===== src/sv/ils_pkg.sv =====
// ----------------------------------------------------------------------------
// ils_pkg
// shared types and constants of the indexed list store
// ----------------------------------------------------------------------------
package ils_pkg;

    localparam int LIST_CAPACITY = 64;
    localparam int DATA_W        = 32;
    localparam int POS_W         = 16;
    localparam int OP_W          = 3;
    localparam int LEN_W         = 7;

    localparam logic [DATA_W-1:0] READ_MISS = '1;

    typedef enum logic [OP_W-1:0] {
        OP_READ     = 3'd0,
        OP_ADD_HEAD = 3'd1,
        OP_ADD_TAIL = 3'd2,
        OP_INSERT   = 3'd3,
        OP_DELETE   = 3'd4
    } t_op;

    // shift command broadcast to every cell
    typedef struct packed {
        logic ins;
        logic del;
    } t_cmd;

endpackage


===== src/sv/ils_cell.sv =====
// ----------------------------------------------------------------------------
// ils_cell
// one list entry: takes its left neighbour on insert, its right neighbour on
// delete, and drives its value onto the read bus when selected
// ----------------------------------------------------------------------------
module ils_cell
    import ils_pkg::*;
#(
    parameter int INDEX = 0,
    parameter int IDX_W = 6
) (
    input  logic              i_clk,
    input  t_cmd              i_cmd,
    input  logic [IDX_W-1:0]  i_slot,
    input  logic [DATA_W-1:0] i_value,
    input  logic [DATA_W-1:0] i_left,
    input  logic [DATA_W-1:0] i_right,
    output logic [DATA_W-1:0] o_data,
    output logic [DATA_W-1:0] o_rd
);

    localparam logic [IDX_W-1:0] MY_IDX = IDX_W'(INDEX);

    logic [DATA_W-1:0] r_data;
    logic [DATA_W-1:0] n_data;

    always_comb begin
        n_data = r_data;
        if (i_cmd.ins) begin
            if (MY_IDX > i_slot) begin
                n_data = i_left;
            end else if (MY_IDX == i_slot) begin
                n_data = i_value;
            end
        end else if (i_cmd.del) begin
            if (MY_IDX >= i_slot) begin
                n_data = i_right;
            end
        end
    end

    always_ff @(posedge i_clk) begin
        r_data <= n_data;
    end

    assign o_data = r_data;
    assign o_rd   = (MY_IDX == i_slot) ? r_data : '0;

endmodule


===== config.mk =====
export PLATFORM = sky130hd
export DESIGN_NAME = ils_cell
export DESIGN_NICKNAME = d
export VERILOG_FILES = /design/src/sv/ils_pkg.sv /design/src/sv/ils_cell.sv
export SDC_FILE = /design/constraint.sdc
export NUM_CORES = 1
export LEC_CHECK = 0
export ABC_CLOCK_PERIOD_IN_PS = 2700
export BUFFER_PORTS_ARGS = -buffer_cell sky130_fd_sc_hd__buf_2
export CORE_ASPECT_RATIO = 0.6
export CORE_MARGIN = 8
export CORE_UTILIZATION = 39
export CTS_BUF_LIST = sky130_fd_sc_hd__clkbuf_4 sky130_fd_sc_hd__clkbuf_8
export DETAILED_ROUTE_END_ITERATION = 6
export PLACE_DENSITY = 0.88
export SYNTH_ARGS = -nofsm -noshare
export SYNTH_HDL_FRONTEND = slang
export SYNTH_SLANG_ARGS = --single-unit

===== constraint.sdc =====
create_clock -name i_clk -period 2.7 [get_ports i_clk]
set_input_delay 0.135 -clock i_clk [delete_from_list [all_inputs] [get_ports i_clk]]
set_output_delay 0.135 -clock i_clk [all_outputs]
set_load 0.01 [all_outputs]

==> metrics.md <==
| Metric | Value |
|---|---|
| Status | `completed` |
| Vias in the first global route | `1601` |
| Initial Util | `40.1%` |
| Ys Warns | `0` |
| Cell Rows | `18` |
| Slew HR | `between 70 and 80%` |
| Tot GR Track Use | `15.6%` |
| Post-synth cell types | `10` |
| PwrDens | `460 nW/um^2` |
| Hpwl dp | `between 4 and 5 mm` |
| Post-synthesis cell area | `~1600 um^2` |
| CTS root buf | `clkbuf_8` |
| Vias per cell | `4.81` |
| Post-Syn Area per Cell | `14.9 um^2` |
| Finished Cell Area | `~2500 um^2` |
| I/O pins | `169` |
| Final setup fails | `0` |
| Die area | `~6600 um^2` |
| Psw | `225 uW` |
| IR drop worst, VDD | `between 0.2 and 0.3 mV` |
| Synth Instances | `109` |
| Sink Count | `32` |
| Synth top area cells | `edfxtp_1, mux2_2, and3_1` |
| Pleak | `0.00129 uW` |
| Clock Power Share | `39.0%` |
| Async SR Flop Fraction | `0%` |
| Gr ovfl total | `0` |
| Post-synth EDFFs | `32` |
| #FFs+latches synth | `32` |
| Max reg flops | `32` |
| Peak Freq | `722 MHz` |
| Routed len/inst | `17.6 um` |
| Yosys top cell by area | `edfxtp_1` |
| Placed Area | `2350 um^2` |
| CP Data Required Time | `2570 ps` |
| Max Root-Sink Buffers | `2` |
| HP Class | `in -> reg` |
| Synth top cells by count | `edfxtp_1, mux2_2, and3_1` |
| CTS tree | `done` |
| Largest net degree at the start of global routing | `33` |
| Clk pin slew, worst setup/hold paths | `70 ps` |
| Int Power | `between 900 and 1000 uW` |
| Setup TNS | `0 ps` |
| Final Wtd Congestion | `about 0.75` |
| Core box area | `4050 um^2` |
| Register Area | `961 um^2` |
| Nets | `351` |
| Comb power frac | `11.8%` |
| Layout fillers | `approximately 350` |
| N_diodes | `0` |
| Placed Cells | `289` |
| Worst setup SP type | `input pin` |
| Worst Setup End Kind | `primary output` |
| Final slew viol count | `0` |
| Post-route ant nets | `0` |
| Area share of the leading cell type in the synthesized netlist | `approximately three fifths` |
| Layout cells sized above 1 | `roughly three quarters` |
| Post_cts resized | `0` |
| Ys flop type | `edfxtp_1` |
| Worst hold slack | `156 ps` |
| Num CTS Buffers | `5` |
| DIE WIDTH | `99.3 um` |
| Sw frac | `roughly a fifth` |
| Number of DRC markers after the initial detailed-route iteration | `44` |
| Data arrival, critical path | `1250 ps` |
| Multi-input gate area | `602 um^2` |
| DR pass1 iterations | `4` |
| Setup bufs post-CTS | `0` |
| Part of the power in registers | `49.2%` |
| Syn Nets | `214` |
| Sequential share of the synthesized area | `59.1%` |
| RSZ-0062 raised after global routing | `false` |
| Period utilisation layout | `around 51%` |
| Post-Route WL | `5.22 mm` |
| Power Total | `1130 uW` |
| Cts hold-fix bufs | `0` |
| Via Count | `1429` |
| Worst-path fanout max | `32` |
| Residual DRC count | `0` |
| P&R area growth vs syn | `51.3%` |
| IO buf count | `approximately 140` |
| CP Class | `in -> out` |
| Antenna violations before repair | `0` |
| Chip Height | `66.0 um` |
| Fin crit period | `roughly 1400 ps` |
| First-pass GRT wire length | `7.94 mm` |
| Slew @ Worst Pin | `328 ps` |
| Fin. Hold Viols | `0` |
| CTS H-tree lvls | `2` |
| MaxCap Viol Count | `0` |
| Final cell count without fillers | `297` |
layer usage:
metal  vias to the layer above  GRT usage, %  part of all wire (%)
met5                         -             0                     0
met4                         0          6.55                   1.4
met3                         6          7.25                    10
met2                        76          28.1                    50
met1                       655          15.4                    38
li1                        692             -                     -
power groups by stage:
stage	sequential (uW)	combinational [uW]	clock, uW
after floorplan	570	61.9	0
after global placement	568	128	0
after detailed placement	568	135	0
after CTS	557	135	458
after global routing	558	144	479
final	558	133	442
kinds of logic (layout without fill, tap and decap cells):
| kind of cell | after synthesis | after routing | synth area share [%] |
|---|---|---|---|
| compound gates | 1 | 1 | 0.616 |
| buf+inv | 10 | 148 | 4.00 |
| flops | 32 | 32 | 59.1 |
| mux | 32 | 32 | 22.2 |
| simple gates | 34 | 34 | 14.1 |
stage by stage:
| stage | worst slack [ps] | utilization (%) |
|---|---|---|
| CTS | 1320 | 60.7 |
| finish | 1320 | 60.7 |
| global route | 1260 | 60.7 |
| detailed placement | 1170 | 57.9 |
| floorplan | 883 | - |
| global placement | 1210 | 57.9 |
path summary, 6_finish.rpt:
kind,from,end,slack (ps),cells after the start
worst max-delay path,i_slot[3],o_rd[0],1320,5
worst min-delay path,i_value[29],o_data[29],160,2
area by class of cell:
cell class	count	area share, %
Tap cell	50	2.54
Clock buffer	5	2.80
Clock inverter	3	1.73
Timing Repair Buffer	140	29.4
Multi-Input combinational cell	67	24.5
Sequential cell	32	39.1
worst max-delay path, stage by stage:
cell and delay [ps]:
buf_2 120, nor4_4 300, buf_4 340, and3_2 230
buf_2 130
placed cells by master (no fill, tap or decap):
cell type,count
buf_12,1
nor2_2,1
buf_2,136
clkbuf_8,5
edfxtp_1,32
buf_4,3
clkinv_2,1
and3_1,29
bufinv_16,1
nor4_4,1
o211a_1,1
mux2_2,32
clkinvlp_4,1
and3_2,3
No activity file was read; power rests on OpenSTA's default activity.
